$ cat src/sv/block_length_decimal_reporter_unit_defines.svh
// ----------------------------------------------------------------------------
// Block length decimal reporter: assertion macros
// Shared concurrent assertion forms, clocked on clk_i and disabled in reset.
// ----------------------------------------------------------------------------
`ifndef BLOCK_LENGTH_DECIMAL_REPORTER_UNIT_DEFINES_SVH
`define BLOCK_LENGTH_DECIMAL_REPORTER_UNIT_DEFINES_SVH

// Property that must hold at every clock edge outside reset.
`define BLR_ASSERT(label, prop, msg) \
  label: assert property (@(posedge clk_i) disable iff (!rst_ni) (prop)) else $error(msg);

// Condition that must never be true outside reset.
`define BLR_NEVER(label, cond, msg) \
  label: assert property (@(posedge clk_i) disable iff (!rst_ni) !(cond)) else $error(msg);

`endif

$ cat src/sv/blr_pkg.sv
// ----------------------------------------------------------------------------
// Block length decimal reporter: package
// Types and character constants shared by the control and the emitter.
// ----------------------------------------------------------------------------
`default_nettype none

package blr_pkg;

  localparam logic [7:0] CHAR_ZERO    = 8'h30;
  localparam logic [7:0] CHAR_NEWLINE = 8'h0A;
  localparam logic [7:0] CHAR_MARKER  = 8'h00;

  typedef enum logic [4:0] {
    S_IDLE  = 5'b00001,
    S_SHIFT = 5'b00010,
    S_EMIT  = 5'b00100,
    S_NL    = 5'b01000,
    S_MARK  = 5'b10000
  } emit_state_e;

  typedef struct packed {
    logic start;
    logic marker;
  } emit_req_t;

endpackage

`default_nettype wire

$ cat src/sv/blr_dec_emit.sv
// ----------------------------------------------------------------------------
// Block length decimal reporter: decimal emitter
// Bit-serial binary to BCD conversion followed by one character beat per
// digit, leading zeros suppressed, then a newline; also sends the end marker.
// ----------------------------------------------------------------------------
`default_nettype none
`include "block_length_decimal_reporter_unit_defines.svh"

module blr_dec_emit
  import blr_pkg::*;
#(
  parameter int COUNT_WIDTH = 32
) (
  input  wire logic                   clk_i,
  input  wire logic                   rst_ni,
  input  wire emit_req_t              req_i,
  input  wire logic [COUNT_WIDTH-1:0] value_i,
  output logic                        busy_o,
  output logic                        out_valid_o,
  input  wire logic                   out_stall_i,
  output logic [7:0]                  text_char_o,
  output logic                        line_last_o,
  output logic                        transmission_ended_o
);

  localparam int NDIG = ((COUNT_WIDTH * 1233) >> 12) + 1;
  localparam int BW   = 4 * NDIG;
  localparam int SCW  = $clog2(COUNT_WIDTH);
  localparam int DCW  = $clog2(NDIG + 1);
  localparam logic [SCW-1:0] SHIFT_LAST = SCW'(COUNT_WIDTH - 1);
  localparam logic [DCW-1:0] DIG_ALL    = DCW'(NDIG);
  localparam logic [DCW-1:0] DIG_ONE    = DCW'(1);

  emit_state_e            state_q, state_d;
  logic [COUNT_WIDTH-1:0] bin_q, bin_d;
  logic [BW-1:0]          bcd_q, bcd_d, bcd_adj;
  logic [SCW-1:0]         scnt_q, scnt_d;
  logic [DCW-1:0]         dleft_q, dleft_d;
  logic                   started_q, started_d;
  logic                   out_valid_q, out_valid_d;
  logic [7:0]             char_q, char_d;
  logic                   last_q, last_d;
  logic                   ended_q, ended_d;
  logic                   load;
  logic                   slot_free;
  logic [3:0]             top_digit;
  logic                   show;

  assign slot_free = !out_valid_q || !out_stall_i;
  assign top_digit = bcd_q[BW-1 -: 4];
  assign show      = started_q || (top_digit != 4'd0) || (dleft_q == DIG_ONE);

  always_comb begin
    bcd_adj = bcd_q;
    for (int i = 0; i < NDIG; i++) begin
      if (bcd_q[4*i +: 4] >= 4'd5) begin
        bcd_adj[4*i +: 4] = bcd_q[4*i +: 4] + 4'd3;
      end
    end
  end

  always_comb begin
    state_d   = state_q;
    bin_d     = bin_q;
    bcd_d     = bcd_q;
    scnt_d    = scnt_q;
    dleft_d   = dleft_q;
    started_d = started_q;
    load      = 1'b0;
    char_d    = char_q;
    last_d    = last_q;
    ended_d   = ended_q;
    case (state_q)
      S_IDLE: begin
        if (req_i.start) begin
          if (req_i.marker) begin
            state_d = S_MARK;
          end else begin
            bin_d   = value_i;
            bcd_d   = '0;
            scnt_d  = '0;
            state_d = S_SHIFT;
          end
        end
      end
      S_SHIFT: begin
        bin_d  = {bin_q[COUNT_WIDTH-2:0], 1'b0};
        bcd_d  = {bcd_adj[BW-2:0], bin_q[COUNT_WIDTH-1]};
        scnt_d = scnt_q + SCW'(1);
        if (scnt_q == SHIFT_LAST) begin
          dleft_d   = DIG_ALL;
          started_d = 1'b0;
          state_d   = S_EMIT;
        end
      end
      S_EMIT: begin
        if (!show || slot_free) begin
          bcd_d   = {bcd_q[BW-5:0], 4'd0};
          dleft_d = dleft_q - DIG_ONE;
          if (show) begin
            load      = 1'b1;
            char_d    = CHAR_ZERO + {4'd0, top_digit};
            last_d    = 1'b0;
            ended_d   = 1'b0;
            started_d = 1'b1;
          end
          if (dleft_q == DIG_ONE) begin
            state_d = S_NL;
          end
        end
      end
      S_NL: begin
        if (slot_free) begin
          load    = 1'b1;
          char_d  = CHAR_NEWLINE;
          last_d  = 1'b1;
          ended_d = 1'b0;
          state_d = S_IDLE;
        end
      end
      S_MARK: begin
        if (slot_free) begin
          load    = 1'b1;
          char_d  = CHAR_MARKER;
          last_d  = 1'b1;
          ended_d = 1'b1;
          state_d = S_IDLE;
        end
      end
      default: begin
        state_d = S_IDLE;
      end
    endcase
  end

  assign out_valid_d = load || (out_valid_q && out_stall_i);

  always_ff @(posedge clk_i or negedge rst_ni) begin
    if (!rst_ni) begin
      state_q     <= S_IDLE;
      out_valid_q <= 1'b0;
    end else begin
      state_q     <= state_d;
      out_valid_q <= out_valid_d;
    end
  end

  always_ff @(posedge clk_i) begin
    bin_q     <= bin_d;
    bcd_q     <= bcd_d;
    scnt_q    <= scnt_d;
    dleft_q   <= dleft_d;
    started_q <= started_d;
    char_q    <= char_d;
    last_q    <= last_d;
    ended_q   <= ended_d;
  end

  assign busy_o               = (state_q != S_IDLE);
  assign out_valid_o          = out_valid_q;
  assign text_char_o          = char_q;
  assign line_last_o          = last_q;
  assign transmission_ended_o = ended_q;

  `BLR_NEVER(a_start_when_busy, req_i.start && (state_q != S_IDLE),
             "Request arrived while the emitter was busy.")
  `BLR_ASSERT(a_char_shape, out_valid_q && !ended_q |->
              (char_q == CHAR_NEWLINE && last_q) ||
              (char_q >= CHAR_ZERO && char_q <= CHAR_ZERO + 8'd9 && !last_q),
              "Emitted character is neither a digit nor a closing newline.")
  `BLR_ASSERT(a_marker_shape, out_valid_q && ended_q |-> char_q == CHAR_MARKER && last_q,
              "End marker beat is malformed.")
  `BLR_ASSERT(a_load_needs_slot, load |-> slot_free,
              "Output register overwritten while stalled.")

endmodule

`default_nettype wire

$ cat src/sv/block_length_decimal_reporter_unit.sv
// ----------------------------------------------------------------------------
// Block length decimal reporter unit
// Counts nonzero bytes between zero separators and reports each block length
// as decimal ASCII text ending in a newline; an empty block repeated ends the
// transmission with a single marker beat until restart.
// ----------------------------------------------------------------------------
// A nonzero data byte or a restart beat is taken without holding off input.
// A zero byte that closes a block starts a bit-serial conversion of the
// length, which holds off input while the length is shifted into BCD, then
// while each decimal digit position (ceil(COUNT_WIDTH * log10 2), leading
// positions included) and the newline are handled, and while the output is
// stalled. A zero byte that ends the transmission holds off input until the
// marker beat is loaded, which waits while the output is stalled. After the
// end, data bytes are taken and ignored until a restart beat clears the state.
`default_nettype none
`include "block_length_decimal_reporter_unit_defines.svh"

module block_length_decimal_reporter_unit
  import blr_pkg::*;
#(
  parameter int COUNT_WIDTH = 32
) (
  input  wire logic       clk_i,
  input  wire logic       rst_ni,
  input  wire logic       in_valid_i,
  output logic            in_stall_o,
  input  wire logic       action_i,
  input  wire logic [7:0] data_byte_i,
  output logic            out_valid_o,
  input  wire logic       out_stall_i,
  output logic [7:0]      text_char_o,
  output logic            line_last_o,
  output logic            transmission_ended_o
);

  logic [COUNT_WIDTH-1:0] count_q, count_d;
  logic                   prev_empty_q, prev_empty_d;
  logic                   ended_q, ended_d;
  logic                   busy;
  logic                   accept;
  logic                   count_zero;
  emit_req_t              req;

  assign in_stall_o = busy;
  assign accept     = in_valid_i && !busy;
  assign count_zero = (count_q == '0);

  always_comb begin
    count_d      = count_q;
    prev_empty_d = prev_empty_q;
    ended_d      = ended_q;
    req          = '0;
    if (accept) begin
      if (action_i) begin
        count_d      = '0;
        prev_empty_d = 1'b0;
        ended_d      = 1'b0;
      end else if (!ended_q) begin
        if (data_byte_i != 8'd0) begin
          if (count_q != '1) begin
            count_d = count_q + COUNT_WIDTH'(1);
          end
        end else if (prev_empty_q && count_zero) begin
          ended_d    = 1'b1;
          req.start  = 1'b1;
          req.marker = 1'b1;
        end else begin
          prev_empty_d = count_zero;
          count_d      = '0;
          req.start    = 1'b1;
        end
      end
    end
  end

  always_ff @(posedge clk_i or negedge rst_ni) begin
    if (!rst_ni) begin
      count_q      <= '0;
      prev_empty_q <= 1'b0;
      ended_q      <= 1'b0;
    end else begin
      count_q      <= count_d;
      prev_empty_q <= prev_empty_d;
      ended_q      <= ended_d;
    end
  end

  blr_dec_emit #(
    .COUNT_WIDTH (COUNT_WIDTH)
  ) u_emit (
    .clk_i                (clk_i),
    .rst_ni               (rst_ni),
    .req_i                (req),
    .value_i              (count_q),
    .busy_o               (busy),
    .out_valid_o          (out_valid_o),
    .out_stall_i          (out_stall_i),
    .text_char_o          (text_char_o),
    .line_last_o          (line_last_o),
    .transmission_ended_o (transmission_ended_o)
  );

  `BLR_NEVER(a_no_start_after_end, ended_q && req.start,
             "Block reported after the transmission ended.")
  `BLR_ASSERT(a_end_needs_empty, req.marker |-> prev_empty_q && count_zero,
              "End marker requested without an empty block before it.")
  `BLR_ASSERT(a_restart_clears, accept && action_i |=> count_q == '0 && !ended_q
              && !prev_empty_q, "Restart beat did not clear the state.")

endmodule

`default_nettype wire
$ cat config.mk
export PLATFORM = sky130hd
export DESIGN_NAME = block_length_decimal_reporter_unit
export DESIGN_NICKNAME = d
export VERILOG_FILES = /design/src/sv/blr_pkg.sv /design/src/sv/blr_dec_emit.sv /design/src/sv/block_length_decimal_reporter_unit.sv
export VERILOG_INCLUDE_DIRS = /design/src /design/src/sv
export SDC_FILE = /design/constraint.sdc
export NUM_CORES = 1
export LEC_CHECK = 0
export BUFFER_PORTS_ARGS = -buffer_cell sky130_fd_sc_hd__buf_2
export CAP_MARGIN = 20
export CELL_PAD_IN_SITES_DETAIL_PLACEMENT = 1
export CELL_PAD_IN_SITES_GLOBAL_PLACEMENT = 1
export CORE_UTILIZATION = 45
export DETAILED_ROUTE_END_ITERATION = 6
export HOLD_SLACK_MARGIN = 0.02
export PLACE_DENSITY = 0.74
export SLEW_MARGIN = 0
export SYNTH_ARGS = -nofsm -noshare
export SYNTH_HDL_FRONTEND = slang
export SYNTH_SLANG_ARGS = --single-unit
$ cat constraint.sdc
create_clock -name clk_i -period 4.7 [get_ports clk_i]
set_clock_uncertainty 0.2 [all_clocks]
set_input_delay 0.47 -clock clk_i [delete_from_list [all_inputs] [get_ports clk_i]]
set_output_delay 0.47 -clock clk_i [all_outputs]
set_load 0.02 [all_outputs]
== Word level (Yosys, flattened, before mapping) ==
Index checks and enable logic that the tools add are counted.

* Output and inout bits: 12
* Register bits after elaboration: 132
* Input bits: 13
* Word-level logic and storage cells: 156

* Magnitude comparators: 10
* Muxes and demuxes: 66
* Reduce and logical (&&, ||, !) cells: 30
* Add/subtract/negate cells: 14
* Equality and inequality tests: 23

{| class="wikitable"
|+ Operators with widths
! operator !! number
|-
| 32-bit 2-to-1 mux || 7
|-
| 40-bit 2-to-1 mux || 3
|-
| 40-bit one-hot mux with 3 select lines || 1
|-
| 32-bit one-hot mux with 2 select lines || 1
|-
| 4-bit 2-to-1 mux || 11
|-
| 4-bit by 3-bit >= comparator with 1-bit output, second input constant || 10
|-
| 5-bit 2-to-1 mux || 8
|-
| 4-bit by 2-bit adder with 4-bit output, second input constant || 9
|-
| 32-bit by 1-bit adder with 32-bit output, second input constant || 1
|-
| 32-bit zero test || 1
|-
| 8-bit 2-to-1 mux || 4
|-
| 32-bit inequality test, second input constant || 1
|-
| 8-bit one-hot mux with 3 select lines || 1
|-
| 5-bit one-hot mux with 4 select lines || 1
|-
| 4-bit AND reduction || 5
|-
| 1-bit 2-to-1 mux || 18
|-
| 2-bit by 1-bit inequality test with 1-bit output, second input constant || 7
|-
| 5-bit == test, second input constant || 2
|-
| 2-bit inequality test, second input constant || 5
|-
| 5-bit one-hot mux with 2 select lines || 1
|-
| 5-bit AND reduction || 2
|-
| 2-bit 2-to-1 mux || 4
|-
| 4-bit one-hot mux with 2 select lines || 1
|-
| 8-bit nonzero test || 1
|-
| 23 further kinds || 38
|}

== Longest topological paths before layout ==
* Word-level depth: 10
* Gate-level depth with buffers: 9
* Mapped depth without buffers: 7

== Cells and area by module ==
From an unflattened synthesis, not the netlist that was laid out.

* Cell total of the unflattened synthesis: 747
* Area total of the unflattened synthesis: 7415.9 sq um

{| class="wikitable"
|+ By module, submodules not included
! module !! area each (sq um) !! times used !! cells an instance
|-
| blr_dec_emit || 4997.3 || 1 || 485
|-
| block_length_decimal_reporter_unit || 2418.6 || 1 || 262
|}

== Worst setup path after synthesis ==
OpenSTA, ideal clock, no wires.

* Path type: input to register
* Start: input data_byte_i[5]
* End: register u_emit.bcd_q[0] (enable)
* Path slack: -0.679 ns
* Cell stages on the path: 6
* Data arrival time: 4.692 ns
* Cell sequence: or4_1 > clkbuf_2 > or3_4 > nor3_1 > o21ai_0 > nor3_1

* Word-level cells in the longest chain between the ends: 7

{| class="wikitable"
|+ Ends and longest elaborated chain
! what !! line !! RTL
|-
| start, declared || block_length_decimal_reporter_unit.sv:28 || <nowiki>input wire logic [7:0] data_byte_i,</nowiki>
|-
| 8-bit nonzero test * || block_length_decimal_reporter_unit.sv:59 || <nowiki>if (data_byte_i != 8'd0) begin</nowiki>
|-
| 2-bit 2-to-1 mux * || block_length_decimal_reporter_unit.sv:59 ||
|-
| 2-bit 2-to-1 mux * || block_length_decimal_reporter_unit.sv:58 || <nowiki>end else if (!ended_q) begin</nowiki>
|-
| 2-bit 2-to-1 mux * || block_length_decimal_reporter_unit.sv:54 || <nowiki>if (action_i) begin</nowiki>
|-
| 2-bit 2-to-1 mux * || block_length_decimal_reporter_unit.sv:53 || <nowiki>if (accept) begin</nowiki>
|-
| 2-bit inequality test (no line) || n/a ||
|-
| 4-bit AND reduction (no line) * || n/a ||
|-
| end signal, assigned || blr_dec_emit.sv:150 || <nowiki>bcd_q <= bcd_d;</nowiki>
|-
| end, declared || blr_dec_emit.sv:36 || <nowiki>logic [BW-1:0] bcd_q, bcd_d, bcd_adj;</nowiki>
|}

Mark *: on every way between the ends. The rest lies on a longest branch, timed or not.
A chain may end at the register's enable or synchronous reset.

== Worst setup path after layout ==
* Start: register count_q[0]
* End: register count_q[19]

* Word-level cells in the longest chain between the ends: 5

{| class="wikitable"
|+ Ends and longest elaborated chain
! what !! line !! RTL
|-
| start, declared || block_length_decimal_reporter_unit.sv:36 || <nowiki>logic [COUNT_WIDTH-1:0] count_q, count_d;</nowiki>
|-
| start signal, assigned || block_length_decimal_reporter_unit.sv:82 || <nowiki>count_q <= count_d;</nowiki>
|-
| 32-bit by 1-bit adder with 32-bit output || block_length_decimal_reporter_unit.sv:61 || <nowiki>count_d = count_q + COUNT_WIDTH'(1);</nowiki>
|-
| 32-bit 2-to-1 mux || block_length_decimal_reporter_unit.sv:60 || <nowiki>if (count_q != '1) begin</nowiki>
|-
| 32-bit 2-to-1 mux || block_length_decimal_reporter_unit.sv:59 ||
|-
| 32-bit 2-to-1 mux || block_length_decimal_reporter_unit.sv:58 ||
|-
| 32-bit 2-to-1 mux || block_length_decimal_reporter_unit.sv:54 ||
|}

Parallel ways exist; a longest one is shown, timed or not. The select of a mux whose other input is x is not followed.

==> run summary <==
Post-cts sizing count -> 0
Pwr Density -> 577 nW/um2
Final hold vios -> 0
Slew Limit Fails -> 0
Metal2 WL -> 9350 um
Max Cap Viol -> 0
Synth Register Bits -> 129
Most frequent cells in the layout -> nand2_1, edfxtp_1, o21ai_0
Critical path class -> flop to flop
R2r setup slk -> 1.28 ns
RSZ-0062 raised after global routing -> false
Register area -> 3670 um2
Top Layer Used -> met4
Routed wire per std cell -> 19.0 um
Vias -> 5656
CP arrival -> 3.49 ns
Die area -> 16400 um2
Fraction of synthesized area in multiplexers -> 0.140%
Startpoint class of the critical path -> flop
Post-Syn Area per Cell -> 9.85 um2
Setup TNS -> 0 ns
Tot GR Track Use -> 24.1%
Initial antenna violation count -> 0
Post-synthesis cell count -> 725
Core Area -> 15400 um2
Sequential element share of the synthesized area -> 51.5%
Post-synth cell types -> 59
WL final -> 18300 um
Synth Area in Compound Gates -> 16.8%
Hold_buf cts -> 0
Commonest non-fill, non-tap cell in the layout -> nand2_1
Synthesis Warnings -> 0
Metal-1 WL -> 8310 um
Area share of fa/ha/maj cells after synthesis -> 4.73%
CP Data Required Time -> 4.77 ns
Die height -> 128 um
Status -> finished, final reports clean
Worst setup EP type -> flop
R2R Path End -> count_q[19]
Drt drc -> 0
WL met3 -> 490 um
Layout cells sized above 1 -> 10.2%
R2R Path Start -> count_q[0]
Clk buf depth -> 2
Global-route wire length before repair -> 30500 um
CTS sink count -> 129
Worst Tran Pin Value -> 1.01 ns
Boundary Pins -> 25
Period minus WS final -> 3.42 ns
Vias in the first global route -> 6008
Max transition margin -> 31.9%
Number of H-tree levels -> 4
Port Buffer Count -> 22
Multi-input gate area -> 3170 um2
Power, Total -> 0.00464 W
Initial Utilization -> 46.5%
Post-CTS Repair Setup Buffers -> 0
Final period util -> 72.9%
Clock Latency Late Sink -> 0.42 ns
Root buf cell -> clkbuf_16
Asr flop ratio synth -> 31.0%
DP HPWL -> 12200 um
Antenna-violating nets left -> 0
Hold Path Class -> input pin to asynchronous set/reset pin
Row cnt -> 45
GP Congestion -> 0.809
Filler instances -> 1726
Layout area overhead -> 12.5%
Largest family of logic cells by synthesized area -> simple AND/OR/NAND/NOR gates
Worst vdd ir -> 0.410 mV
Largest net degree at the start of global routing -> 72
Syn Std Cell Area -> 7140 um2
Final Setup Violations -> 0
Total gr overflow -> 0
TritonCTS buffer count -> 17
Top FF cell, synth -> edfxtp_1
Leakage power -> 3.12 nW
Via density per instance -> 5.87
Post-Synth Simple-Gate Area -> 20.1%
Critical path fanouts, max -> 17
Pre-antenna DRT Iters -> 7
Fmax -> 292 MHz
Xor-xnor portion of the synthesized cell area -> 2.33%
Post-layout util -> 52.2%
CTS tree -> built
Starting DRT DRC Count -> 374
Antenna diodes -> 0
Die X -> 128 um
FF-to-FF path depth -> 6
Final Net Count -> 780
Post-synth EDFFs -> 89
Clk slew on worst S/H paths -> 0.05 ns
[per-stage QoR]
stage	area (um2)	worst slack [ns]	hold WS [ns]	cells
5_1_grt	8030	1.16	0.0734	964
6_report	8030	1.28	0.0110	964
3_3_place_gp	7430	1.34	0.289	932
2_1_floorplan	7150	0.526	-0.0256	726
4_1_cts	8030	1.35	0.0428	964
3_5_place_dp	7430	1.22	0.301	932
[worst max-delay path by stage]
stage,from,to,slack [ns],depth (start not counted)
2_1_floorplan,data_byte_i[5],u_emit.bcd_q[0],0.53,6
3_3_place_gp,data_byte_i[5],u_emit.bcd_q[14],1.34,7
3_5_place_dp,data_byte_i[5],u_emit.bcd_q[12],1.22,7
4_1_cts,count_q[0],count_q[19],1.35,6
5_1_grt,count_q[0],count_q[19],1.16,6
6_report,count_q[0],count_q[19],1.28,6
[power by group]
part | switching (W) | leakage, nW | total (W) | internal, W
clock network | 0.000486 | 0.296 | 0.00134 | 0.000853
logic | 0.000885 | 1.44 | 0.00138 | 0.000500
registers | 0.000276 | 1.38 | 0.00191 | 0.00164
total | 0.00165 | 3.12 | 0.00464 | 0.00299
[layer usage]
layer | GRT usage (%) | vias to the layer above
li1 | - | 2694
met1 | 30.4 | 2873
met2 | 42.2 | 72
met3 | 4.59 | 17
met4 | 6.71 | 0
met5 | 0 | -
[logic make-up after synthesis]
| family | count (synthesis) |
|---|---|
| AND/OR/NAND/NOR | 283 |
| AO/OA/AOI/OAI | 191 |
| flip-flops | 129 |
| buffers and inverters | 74 |
| adder cells (fa/ha/maj) | 27 |
| XOR/XNOR | 19 |
| other | 1 |
| multiplexers | 1 |
[registers in the layout, summed over array words and instances (netlist names), 4 cells and up]
| signal | count |
|---|---|
| u_emit.dleft_q | 4 |
| u_emit.bin_q | 32 |
| u_emit.bcd_q | 40 |
| u_emit.text_char_o | 5 |
| count_q | 32 |
| u_emit.state_q | 5 |
| u_emit.scnt_q | 5 |
[worst max-delay path: stages, from the launching register on]
cell and delay (ns):
dfrtp_1 0.40, ha_1 0.21, nand3_1 0.26, or4_1 0.76
or4_1 0.83, nand2_1 0.42, o221ai_1 0.19
[Yosys cell counts, types with 11 or more instances]
cell,n,share of area [%]
nand2_1,124,6.5
xnor2_1,13,1.6
nor3b_1,14,1.5
a21oi_1,41,2.9
nor3_1,11,0.77
clkbuf_1,25,1.3
o21ai_0,46,3.2
ha_1,27,4.7
dfrtp_1,39,14
inv_1,37,1.9
edfxtp_1,89,37
nand2b_1,15,1.3
nor2_1,40,2.1
a31oi_1,32,2.8
o22ai_1,11,0.96
[cell type report]
| class | count | area share, % |
|---|---|---|
| timing repair buffer | 32 | 2.31 |
| inverter | 37 | 1.73 |
| sequential | 129 | 45.8 |
| multi-input combinational | 523 | 39.5 |
| clock buffer | 20 | 5.69 |
| clock inverter | 12 | 1.73 |
| tap | 211 | 3.29 |
No activity file was read; power rests on OpenSTA's default activity.
